===== src/lru_page_replacement_core_assert.svh =====
// ----------------------------------------------------------------------------
// LRU page replacement core - assertion macros
// Immediate-consequence and next-cycle property forms, clocked on clk and
// disabled while rst_n is low.
// ----------------------------------------------------------------------------
`ifndef LRU_PAGE_REPLACEMENT_CORE_ASSERT_SVH
`define LRU_PAGE_REPLACEMENT_CORE_ASSERT_SVH

// Consequent must hold in the same cycle as the antecedent
`define LRU_ASSERT_SAME(label, ante, cons, msg) \
    label: assert property (@(posedge clk) disable iff (!rst_n) (ante) |-> (cons)) \
        else $error(msg);

// Consequent must hold in the cycle after the antecedent
`define LRU_ASSERT_NEXT(label, ante, cons, msg) \
    label: assert property (@(posedge clk) disable iff (!rst_n) (ante) |=> (cons)) \
        else $error(msg);

`endif


===== src/lru_pr_pkg.sv =====
// ----------------------------------------------------------------------------
// LRU page replacement - shared package
// Sizes, configuration register indexes, reset values, sequencer states and
// the layout of one frame table entry.
// ----------------------------------------------------------------------------
package lru_pr_pkg;

    localparam int MAX_FRAMES  = 16;
    localparam int FRAME_IDX_W = (MAX_FRAMES > 1) ? $clog2(MAX_FRAMES) : 1;
    localparam int CNT_W       = $clog2(MAX_FRAMES + 1);

    localparam int DATA_W      = 32;
    localparam int FRAME_W     = 4;
    localparam int FIU_W       = 5;
    localparam int CFG_IDX_W   = 1;

    localparam int DIV_STEPS   = DATA_W;
    localparam int DIV_CNT_W   = $clog2(DIV_STEPS + 1);

    localparam logic [CFG_IDX_W-1:0] CFG_PAGE_SIZE     = 1'd0;
    localparam logic [CFG_IDX_W-1:0] CFG_FRAMES_IN_USE = 1'd1;

    localparam logic [DATA_W-1:0] PAGE_SIZE_RST     = 32'd4096;
    localparam logic [FIU_W-1:0]  FRAMES_IN_USE_RST = 5'd16;

    typedef enum logic [2:0] {
        ST_IDLE,
        ST_DIVIDE,
        ST_SCAN,
        ST_WRITE,
        ST_DONE
    } state_t;

    typedef struct packed {
        logic [DATA_W-1:0] page;
        logic [DATA_W-1:0] stamp;
    } entry_t;

    localparam int ENTRY_W = $bits(entry_t);

endpackage


===== src/lru_pr_ram.sv =====
// ----------------------------------------------------------------------------
// LRU page replacement - frame table RAM
// Simple dual-port synchronous RAM: one write port, one read port with
// registered read data. No reset on the contents.
// ----------------------------------------------------------------------------
module lru_pr_ram #(
    parameter int WIDTH = 64,
    parameter int DEPTH = 16,
    localparam int AW   = (DEPTH > 1) ? $clog2(DEPTH) : 1
) (
    input  logic             clk,
    input  logic             we,
    input  logic [AW-1:0]    waddr,
    input  logic [WIDTH-1:0] wdata,
    input  logic             re,
    input  logic [AW-1:0]    raddr,
    output logic [WIDTH-1:0] rdata
);

    logic [WIDTH-1:0] mem [DEPTH];

    always_ff @(posedge clk)
    begin
        if (we)
        begin
            mem[waddr] <= wdata;
        end
    end

    always_ff @(posedge clk)
    begin
        if (re)
        begin
            rdata <= mem[raddr];
        end
    end

endmodule


===== src/lru_pr_div.sv =====
// ----------------------------------------------------------------------------
// LRU page replacement - page number divider
// Restoring unsigned divider, one quotient bit per cycle. done pulses for
// one cycle once the quotient is valid; the quotient holds until next start.
// ----------------------------------------------------------------------------
module lru_pr_div
    import lru_pr_pkg::*;
(
    input  logic              clk,
    input  logic              rst_n,
    input  logic              start,
    input  logic [DATA_W-1:0] dividend,
    input  logic [DATA_W-1:0] divisor,
    output logic              done,
    output logic [DATA_W-1:0] quotient
);

    logic [DATA_W-1:0]    rem_reg, rem_next;
    logic [DATA_W-1:0]    quo_reg, quo_next;
    logic [DATA_W-1:0]    dvs_reg;
    logic [DIV_CNT_W-1:0] cnt_reg;
    logic                 busy_reg;
    logic                 done_reg;

    logic [DATA_W:0]      shifted;
    logic [DATA_W+1:0]    diff;
    logic                 ge;

    // shift in the next dividend bit and trial-subtract the divisor
    always_comb
    begin
        shifted  = {rem_reg, quo_reg[DATA_W-1]};
        diff     = {1'b0, shifted} - {2'b00, dvs_reg};
        ge       = !diff[DATA_W+1];
        rem_next = ge ? diff[DATA_W-1:0] : shifted[DATA_W-1:0];
        quo_next = {quo_reg[DATA_W-2:0], ge};
    end

    always_ff @(posedge clk or negedge rst_n)
    begin
        if (!rst_n)
        begin
            busy_reg <= 1'b0;
            done_reg <= 1'b0;
            cnt_reg  <= '0;
        end
        else
        begin
            // pulse on the last step only
            done_reg <= busy_reg && !start && (cnt_reg == DIV_CNT_W'(1));
            if (start)
            begin
                busy_reg <= 1'b1;
                cnt_reg  <= DIV_CNT_W'(DIV_STEPS);
            end
            else if (busy_reg)
            begin
                cnt_reg <= cnt_reg - 1'b1;
                if (cnt_reg == DIV_CNT_W'(1))
                begin
                    busy_reg <= 1'b0;
                end
            end
        end
    end

    always_ff @(posedge clk)
    begin
        if (start)
        begin
            rem_reg <= '0;
            quo_reg <= dividend;
            dvs_reg <= divisor;
        end
        else if (busy_reg)
        begin
            rem_reg <= rem_next;
            quo_reg <= quo_next;
        end
    end

    assign done     = done_reg;
    assign quotient = quo_reg;

endmodule


===== src/lru_page_replacement_core.sv =====
// ----------------------------------------------------------------------------
// LRU page replacement core - top level
// Each address passes through the 32-step page divider and then the
// one-entry-per-cycle frame table scan before its result is written back.
// A new address is taken only in idle, once the previous result is loaded.
// Reset: frames empty, counters zero, page size 4096, 16 frames; no sweep.
// ----------------------------------------------------------------------------
`include "lru_page_replacement_core_assert.svh"

module lru_page_replacement_core
    import lru_pr_pkg::*;
(
    input  logic                 clk,
    input  logic                 rst_n,

    input  logic                 cfg_valid,
    output logic                 cfg_ready,
    input  logic [CFG_IDX_W-1:0] cfg_index,
    input  logic [DATA_W-1:0]    cfg_data,

    input  logic                 in_valid,
    output logic                 in_stall,
    input  logic [DATA_W-1:0]    address,

    output logic                 out_valid,
    input  logic                 out_stall,
    output logic                 hit,
    output logic [FRAME_W-1:0]   frame,
    output logic                 evicted_valid,
    output logic [DATA_W-1:0]    evicted_page,
    output logic [DATA_W-1:0]    fault_total,
    output logic [DATA_W-1:0]    reference_total
);

    state_t state_reg, state_next;

    logic [DATA_W-1:0]      page_size_reg;
    logic [FIU_W-1:0]       frames_reg;
    logic [MAX_FRAMES-1:0]  frame_valid_reg;
    // the access clock always equals the reference count, so one register serves
    logic [DATA_W-1:0]      ref_count_reg;
    logic [DATA_W-1:0]      fault_count_reg;

    logic [DATA_W-1:0]      page_reg;
    logic [CNT_W-1:0]       issue_reg;
    logic                   chk_valid_reg;
    logic [FRAME_IDX_W-1:0] chk_idx_reg;
    logic                   hit_found_reg;
    logic [FRAME_IDX_W-1:0] hit_slot_reg;
    logic [DATA_W-1:0]      best_stamp_reg;
    logic [FRAME_IDX_W-1:0] best_slot_reg;
    logic [DATA_W-1:0]      best_page_reg;

    logic                   res_hit_reg;
    logic [FRAME_W-1:0]     res_frame_reg;
    logic                   res_evict_reg;
    logic [DATA_W-1:0]      res_evpage_reg;
    logic [DATA_W-1:0]      res_fault_reg;
    logic [DATA_W-1:0]      res_ref_reg;

    logic                   out_valid_reg;
    logic                   out_hit_reg;
    logic [FRAME_W-1:0]     out_frame_reg;
    logic                   out_evict_reg;
    logic [DATA_W-1:0]      out_evpage_reg;
    logic [DATA_W-1:0]      out_fault_reg;
    logic [DATA_W-1:0]      out_ref_reg;

    logic [CNT_W-1:0]       n_act;
    logic                   in_accept;
    logic                   div_start;
    logic                   div_done;
    logic [DATA_W-1:0]      div_quotient;
    logic [DATA_W-1:0]      divisor;

    logic                   mem_re;
    logic [FRAME_IDX_W-1:0] mem_raddr;
    logic                   mem_we;
    entry_t                 mem_wdata;
    entry_t                 rd_entry;
    logic [ENTRY_W-1:0]     rd_bits;

    logic                   scan_more;
    logic                   scan_end;
    logic                   cur_match;
    logic                   empty_found;
    logic [FRAME_IDX_W-1:0] empty_slot;
    logic                   do_evict;
    logic [FRAME_IDX_W-1:0] wr_slot;
    logic [DATA_W-1:0]      wr_slot_wide;
    logic                   out_load;

    // ------------------------------------------------------------------
    // configuration
    // ------------------------------------------------------------------
    assign cfg_ready = 1'b1;

    always_ff @(posedge clk or negedge rst_n)
    begin
        if (!rst_n)
        begin
            page_size_reg <= PAGE_SIZE_RST;
            frames_reg    <= FRAMES_IN_USE_RST;
        end
        else if (cfg_valid && cfg_ready)
        begin
            unique case (cfg_index)
                CFG_PAGE_SIZE:     page_size_reg <= cfg_data;
                CFG_FRAMES_IN_USE: frames_reg    <= cfg_data[FIU_W-1:0];
            endcase
        end
    end

    // clamp frames in use into 1..MAX_FRAMES
    always_comb
    begin
        if (frames_reg == '0)
        begin
            n_act = CNT_W'(1);
        end
        else if (32'(frames_reg) > 32'(MAX_FRAMES))
        begin
            n_act = CNT_W'(MAX_FRAMES);
        end
        else
        begin
            n_act = CNT_W'(frames_reg);
        end
    end

    // ------------------------------------------------------------------
    // divider and frame table
    // ------------------------------------------------------------------
    assign divisor = (page_size_reg == '0) ? DATA_W'(1) : page_size_reg;

    lru_pr_div u_div (
        .clk      (clk),
        .rst_n    (rst_n),
        .start    (div_start),
        .dividend (address),
        .divisor  (divisor),
        .done     (div_done),
        .quotient (div_quotient)
    );

    lru_pr_ram #(
        .WIDTH (ENTRY_W),
        .DEPTH (MAX_FRAMES)
    ) u_ram (
        .clk   (clk),
        .we    (mem_we),
        .waddr (wr_slot),
        .wdata (mem_wdata),
        .re    (mem_re),
        .raddr (mem_raddr),
        .rdata (rd_bits)
    );

    assign rd_entry = entry_t'(rd_bits);

    // ------------------------------------------------------------------
    // sequencer
    // ------------------------------------------------------------------
    assign in_accept = in_valid && !in_stall;
    assign scan_more = (issue_reg < n_act);
    assign scan_end  = !scan_more && !chk_valid_reg;

    always_comb
    begin
        state_next = state_reg;
        unique case (state_reg)
            ST_IDLE:
            begin
                if (in_accept)
                begin
                    state_next = ST_DIVIDE;
                end
            end
            ST_DIVIDE:
            begin
                if (div_done)
                begin
                    state_next = ST_SCAN;
                end
            end
            ST_SCAN:
            begin
                if (scan_end)
                begin
                    state_next = ST_WRITE;
                end
            end
            ST_WRITE:
            begin
                state_next = ST_DONE;
            end
            ST_DONE:
            begin
                if (!out_valid_reg || !out_stall)
                begin
                    state_next = ST_IDLE;
                end
            end
            default:
            begin
                state_next = ST_IDLE;
            end
        endcase
    end

    always_comb
    begin
        in_stall  = 1'b1;
        div_start = 1'b0;
        mem_re    = 1'b0;
        mem_we    = 1'b0;
        out_load  = 1'b0;
        mem_raddr = issue_reg[FRAME_IDX_W-1:0];
        unique case (state_reg)
            ST_IDLE:
            begin
                in_stall  = 1'b0;
                div_start = in_valid;
            end
            ST_DIVIDE:
            begin
            end
            ST_SCAN:
            begin
                mem_re = scan_more;
            end
            ST_WRITE:
            begin
                mem_we = 1'b1;
            end
            ST_DONE:
            begin
                out_load = !out_valid_reg || !out_stall;
            end
            default:
            begin
            end
        endcase
    end

    always_ff @(posedge clk or negedge rst_n)
    begin
        if (!rst_n)
        begin
            state_reg <= ST_IDLE;
        end
        else
        begin
            state_reg <= state_next;
        end
    end

    // ------------------------------------------------------------------
    // scan: one entry read per cycle, checked the cycle after
    // ------------------------------------------------------------------
    assign cur_match = frame_valid_reg[chk_idx_reg] && (rd_entry.page == page_reg);

    always_ff @(posedge clk or negedge rst_n)
    begin
        if (!rst_n)
        begin
            issue_reg     <= '0;
            chk_valid_reg <= 1'b0;
            hit_found_reg <= 1'b0;
        end
        else if (state_reg == ST_DIVIDE)
        begin
            issue_reg     <= '0;
            chk_valid_reg <= 1'b0;
            hit_found_reg <= 1'b0;
        end
        else if (state_reg == ST_SCAN)
        begin
            chk_valid_reg <= scan_more;
            if (scan_more)
            begin
                issue_reg <= issue_reg + 1'b1;
            end
            if (chk_valid_reg && cur_match && !hit_found_reg)
            begin
                hit_found_reg <= 1'b1;
            end
        end
    end

    always_ff @(posedge clk)
    begin
        if (state_reg == ST_DIVIDE && div_done)
        begin
            page_reg <= div_quotient;
        end
        if (state_reg == ST_SCAN)
        begin
            chk_idx_reg <= issue_reg[FRAME_IDX_W-1:0];
            if (chk_valid_reg)
            begin
                if (cur_match && !hit_found_reg)
                begin
                    hit_slot_reg <= chk_idx_reg;
                end
                // strict less-than keeps the lowest index on equal stamps
                if (chk_idx_reg == '0 || rd_entry.stamp < best_stamp_reg)
                begin
                    best_stamp_reg <= rd_entry.stamp;
                    best_slot_reg  <= chk_idx_reg;
                    best_page_reg  <= rd_entry.page;
                end
            end
        end
    end

    // ------------------------------------------------------------------
    // slot choice and write-back
    // ------------------------------------------------------------------
    always_comb
    begin
        empty_found = 1'b0;
        empty_slot  = '0;
        for (int i = 0; i < MAX_FRAMES; i++)
        begin
            if (!empty_found && !frame_valid_reg[i] && (32'(i) < 32'(n_act)))
            begin
                empty_found = 1'b1;
                empty_slot  = FRAME_IDX_W'(i);
            end
        end
    end

    always_comb
    begin
        do_evict = !hit_found_reg && !empty_found;
        if (hit_found_reg)
        begin
            wr_slot = hit_slot_reg;
        end
        else if (empty_found)
        begin
            wr_slot = empty_slot;
        end
        else
        begin
            wr_slot = best_slot_reg;
        end
        wr_slot_wide    = DATA_W'(wr_slot);
        mem_wdata.page  = page_reg;
        mem_wdata.stamp = ref_count_reg;
    end

    always_ff @(posedge clk or negedge rst_n)
    begin
        if (!rst_n)
        begin
            frame_valid_reg <= '0;
            ref_count_reg   <= '0;
            fault_count_reg <= '0;
        end
        else if (state_reg == ST_WRITE)
        begin
            frame_valid_reg[wr_slot] <= 1'b1;
            ref_count_reg            <= ref_count_reg + 1'b1;
            if (!hit_found_reg)
            begin
                fault_count_reg <= fault_count_reg + 1'b1;
            end
        end
    end

    always_ff @(posedge clk)
    begin
        if (state_reg == ST_WRITE)
        begin
            res_hit_reg    <= hit_found_reg;
            res_frame_reg  <= wr_slot_wide[FRAME_W-1:0];
            res_evict_reg  <= do_evict;
            res_evpage_reg <= do_evict ? best_page_reg : '0;
            res_fault_reg  <= fault_count_reg + DATA_W'(!hit_found_reg);
            res_ref_reg    <= ref_count_reg + 1'b1;
        end
    end

    // ------------------------------------------------------------------
    // output register: holds a beat while the next item is taken in
    // ------------------------------------------------------------------
    always_ff @(posedge clk or negedge rst_n)
    begin
        if (!rst_n)
        begin
            out_valid_reg <= 1'b0;
        end
        else if (out_load)
        begin
            out_valid_reg <= 1'b1;
        end
        else if (!out_stall)
        begin
            out_valid_reg <= 1'b0;
        end
    end

    always_ff @(posedge clk)
    begin
        if (out_load)
        begin
            out_hit_reg    <= res_hit_reg;
            out_frame_reg  <= res_frame_reg;
            out_evict_reg  <= res_evict_reg;
            out_evpage_reg <= res_evpage_reg;
            out_fault_reg  <= res_fault_reg;
            out_ref_reg    <= res_ref_reg;
        end
    end

    assign out_valid       = out_valid_reg;
    assign hit             = out_hit_reg;
    assign frame           = out_frame_reg;
    assign evicted_valid   = out_evict_reg;
    assign evicted_page    = out_evpage_reg;
    assign fault_total     = out_fault_reg;
    assign reference_total = out_ref_reg;

    // ------------------------------------------------------------------
    // assertions
    // ------------------------------------------------------------------
    `LRU_ASSERT_SAME(a_div_done_in_divide, div_done, state_reg == ST_DIVIDE, "divider finished outside the divide phase")
    `LRU_ASSERT_SAME(a_scan_bounded, state_reg == ST_SCAN, issue_reg <= n_act, "scan ran past the frames in use")
    `LRU_ASSERT_NEXT(a_slot_valid_after_write, state_reg == ST_WRITE, frame_valid_reg[$past(wr_slot)], "written frame not marked valid")
    `LRU_ASSERT_SAME(a_hit_never_evicts, out_valid_reg && out_hit_reg, !out_evict_reg && (out_evpage_reg == '0), "hit beat reports an eviction")

endmodule


===== config.mk =====
export PLATFORM = sky130hd
export DESIGN_NAME = lru_page_replacement_core
export DESIGN_NICKNAME = d
export VERILOG_FILES = /design/src/lru_pr_pkg.sv /design/src/lru_pr_ram.sv /design/src/lru_pr_div.sv /design/src/lru_page_replacement_core.sv
export VERILOG_INCLUDE_DIRS = /design/src /design/src/src
export SDC_FILE = /design/constraint.sdc
export NUM_CORES = 2
export LEC_CHECK = 0
export BUFFER_PORTS_ARGS = -buffer_cell sky130_fd_sc_hd__buf_2
export CORE_UTILIZATION = 62
export CTS_CLUSTER_DIAMETER = 100
export CTS_CLUSTER_SIZE = 10
export DETAILED_ROUTE_END_ITERATION = 8
export PLACE_DENSITY = 0.82
export SYNTH_ARGS = -nofsm -noshare
export SYNTH_HDL_FRONTEND = slang
export SYNTH_SLANG_ARGS = --single-unit

===== constraint.sdc =====
create_clock -name clk -period 19.7 [get_ports clk]
set_input_delay 1.97 -clock clk [delete_from_list [all_inputs] [get_ports clk]]
set_output_delay 1.97 -clock clk [all_outputs]
set_load 0.02 [all_outputs]

==> metrics list <==
* Share of the yosys chip area belonging to registers: 75.3%
- Summing every instance area after synthesis gives 63800 sq um.
- Switching part of the total power: 29.5%
- Of the available clock period, the critical path in the final layout requires 27.1%.
- P_int: 6.87 mW
* Power Density: 136 nW/um^2
* Async set-reset flop share out of synthesis: 8.33%
- Clock net sink count: 1632
- For this run, design rule violations remaining after detail routing come to 0.
* Core Area: 102000 sq um
- GRT Resource Usage Total: 30.3%
* Result of the run: finished clean
- Floorplan die height: 323 um
- At the worst endpoint, the arrival time is 5.73 ns.
- The number of buffers and inverters on the critical path is 1.
* Type of element capturing the critical path: flop
- Synthesis produced a netlist whose cell count is 3368.
* Combinational cell fraction of total power: 21.2%
- H-tree levels: 4
- The number of hold violations in the final report is 0.
- The first global-routing pass estimated 226000 um of wire.
* Slowest CP cell: sky130_fd_sc_hd__buf_4
* Synth Flop Type: sky130_fd_sc_hd__edfxtp_1
- Flops & latches, synth: 1632
- Pin count of the biggest net entering global routing: 161
- Summing the areas of all and, or, nand and nor instances in the mapped netlist gives 4.44% of the synthesized area.
* Global route total overflow: 0
- Hold repair after CTS inserted 0 buffers.
- The min-delay analysis places its worst path in the category reg2reg.
* Yosys cell types: 70
- The clock arrives with 0.0539 ns of skew.
* Number of antenna violations at the first check in global routing: 9
* Highest Clock Rate: 187 MHz
* Launching instance or port of the critical path: frames_reg[3]
- Post-synthesis area per instance: 18.9 sq um
- The synthesized design devotes to its leading area cell type 68.9% of total area.
- NetSw: 2.88 mW
* Met2 WL post-DR: 78500 um
- After synthesis, the cell types taking the most area are sky130_fd_sc_hd__edfxtp_1 (69%), sky130_fd_sc_hd__mux4_2 (11%), sky130_fd_sc_hd__dfrtp_1 (5.3%), sky130_fd_sc_hd__xnor2_1 (1.6%), sky130_fd_sc_hd__ha_1 (1.5%).
- For this block, the initial DRC count from the detailed router was 4421.
- Compound-Gate Fraction of Synth Area: 2.46%
- Largest family of logic cells by synthesized area: multiplexers
- Across all layers, the routed design uses 33600 vias.
* Root Buffer: sky130_fd_sc_hd__clkbuf_16
- The congestion estimate from routability-driven global placement came to 0.842.
* Cell family with most CP delay: simple AND/OR/NAND/NOR gates
* Number of nets produced by synthesis: 3513
- For this run, the slowest stage of the critical path takes 0.90 ns.
* FILL cells: 5940
- Die boundary width: 323 um
- Multiplexer fraction of the synthesized cell area: 12.2%
- Post-cts repair resize count: 0
- Adder-Cell Fraction of Synth Area: 1.48%
- Worst Path Max Fanout: 51
* CP required: 20.09 ns
* Vias in the first global route: 34000
- Cells with a size suffix above 1 make up 22.5% of the layout.
* Normalized max-slew margin: 13.2%
- Most repeated cell in the gate-level netlist after synthesis: sky130_fd_sc_hd__edfxtp_1
* Number of buffers created by CTS: 181
- IR drop worst, VDD: 0.112 mV
* Number of enable flip-flop cells after synthesis: 1464
- Dividing the detail-routed wire length by the instance count gives 30.5 um.
- Post-CTS clock slew at the launch and capture registers of the worst setup and hold paths: 0.06 ns
- The register with the most flip-flops in the layout has 1024 of them.
- Setup repair after global routing left no endpoint under its margin.
- Final-layout setup total negative slack: 0 ns
- CTS tree: done
- Parity-gate share of the synthesized area counting xor and xnor cells: 2.50%
- Crit-path most repeated cell: sky130_fd_sc_hd__or3_1
* Count of antenna-violating nets left after detailed routing: 0
- Total Die Area: 104000 sq um
- Most flops, register: u_ram.mem
* Setup slack at placement: 14.44 ns
- Critical Path, Cell by Cell: nor4_2 > o21ai_1 > or3_1 > or4_4 > nor3_2 > nand2_1 > a32o_1 > or3_1 > nor2_4 > buf_4
* Final Worst Setup Slack: 14.36 ns
- Final Critical Period: 5.34 ns
* Area added between synthesis and finish: 12.1%
- The clock network is responsible for 31.5% of the overall power.
- Worst r2r src: frames_reg[3]
* Largest registers: u_ram.mem (1024), u_ram.rdata (64)
- In the synthesized netlist, the cells that appear most often are sky130_fd_sc_hd__edfxtp_1 (1464), sky130_fd_sc_hd__mux4_2 (325), sky130_fd_sc_hd__nand2_1 (238).
* Hold wc startpoint: res_evpage_reg[13]
- Across the run, the number of max-cap violations was 0.
* Synth warn: 0
- Count of input and output buffers: 173
- At the later pin of the worst-skew pair, clock insertion delay measures 0.80 ns.
- The count of pins over their slew limit came to 0.
- Met1 layer wirelength in the final routing: 56200 um
* Minimum hold slack: 0.405 ns
- Leakage: 24.8 nW
- Detailed placement finished with a half-perimeter wire length of 79400 um.
- Setup Fix Bufs, Post-CTS: 0
- Initial core utilization: 62.6%
- The final layout contains 3744 nets.
- At the pin with the least slew margin, the transition time is 1.30 ns.
- Signal routing reaches up to met5.
- The floorplan has 117 rows.
* Cell accounting for the most synthesized area: sky130_fd_sc_hd__edfxtp_1
- For this design the top-level I/O count stands at 175.
- After detailed routing, the number of vias per cell comes to 6.62.
* Final setup violation count: 0
- The worst setup path is of the reg2reg kind.
- Per report_power, the sequential group accounts for 47.3% of the total.
- Summed over all nets, wire length on met3 after detailed routing comes to 14200 um.
- STA classifies the critical path startpoint as a flop.
* Detailed-route wire length: 155000 um
* Clock Path Buffers: 3
* Detailed-router iteration count before antenna repair: 6
## path summary, 6_finish.rpt
kind | to | slack, ns | cells past startpoint
max in group asynchronous | fault_count_reg[10] | 16.97 | 2
setup reg to reg | u_ram.mem[5][29] | 14.36 | 10
min in group asynchronous | page_size_reg[11] | 1.24 | 1
setup / recovery | u_ram.mem[5][29] | 14.36 | 10
hold reg to reg | evicted_page[13] | 0.40 | 0
hold / removal | evicted_page[13] | 0.40 | 0
## layout by cell type (no fill, tap or decap), drive strengths merged, types with 11 or more instances in the layout
master and count:
nand2 238, dfxtp 32, xor2 65, a211oi 11
edfxtp 1464, nand4 34, nand3 44, mux2 39
nor3 36, ha 74, inv 97, and3 19
buf 222, a31oi 32, a21o 22, dfrtp 134
o21ai 60, xnor2 117, mux4 325, nor2 119
and2 37, o21bai 20, a21oi 44, clkbuf 276
nor4 24
## through the flow
stage / area, sq um / std cells / total power, mW / utilization [%]
2_1_floorplan: 63800 / 3368 / 6.05 / -
3_3_place_gp: 66300 / 4784 / 6.59 / 65.0
3_5_place_dp: 66300 / 4784 / 6.66 / 65.0
4_1_cts: 71500 / 5075 / 9.77 / 70.2
5_1_grt: 71500 / 5075 / 10.1 / 70.2
6_report: 71500 / 5078 / 9.75 / 70.2
## cell families after synthesis
group                    Yosys count
other                              1
multiplexers                     369
AND/OR/NAND/NOR                  602
adder cells (fa/ha/maj)           75
buffers and inverters            265
AO/OA/AOI/OAI                    242
flip-flops                      1632
XOR/XNOR                         182
## area by class of cell
cell class / count / area (sq um) / area share, %
sequential: 1632 / 48000 / 67.2
multi-input combinational: 1471 / 14900 / 20.9
clock buffer: 276 / 4910 / 6.86
tap: 1368 / 1710 / 2.39
timing repair buffer: 222 / 1250 / 1.75
inverter: 91 / 347 / 0.485
clock inverter: 15 / 315 / 0.441
antenna: 3 / 7.51 / 0.0105
## power groups by stage
stage                     Combinational (mW)  Clock (mW)  Sequential, mW
after floorplan                         1.48           0            4.57
after global placement                  1.95           0            4.64
after detailed placement                2.01           0            4.65
after CTS                               2.07        3.10            4.61
after global routing                    2.22        3.23            4.64
final                                   2.07        3.07            4.61
## layer usage
layer | vias up | track usage [%]
met3 | 388 | 5.20
met5 | - | 0
met2 | 2263 | 50.8
met1 | 17300 | 40.0
li1 | 13700 | -
met4 | 4 | 12.0
(Power assumes the default switching activity.)
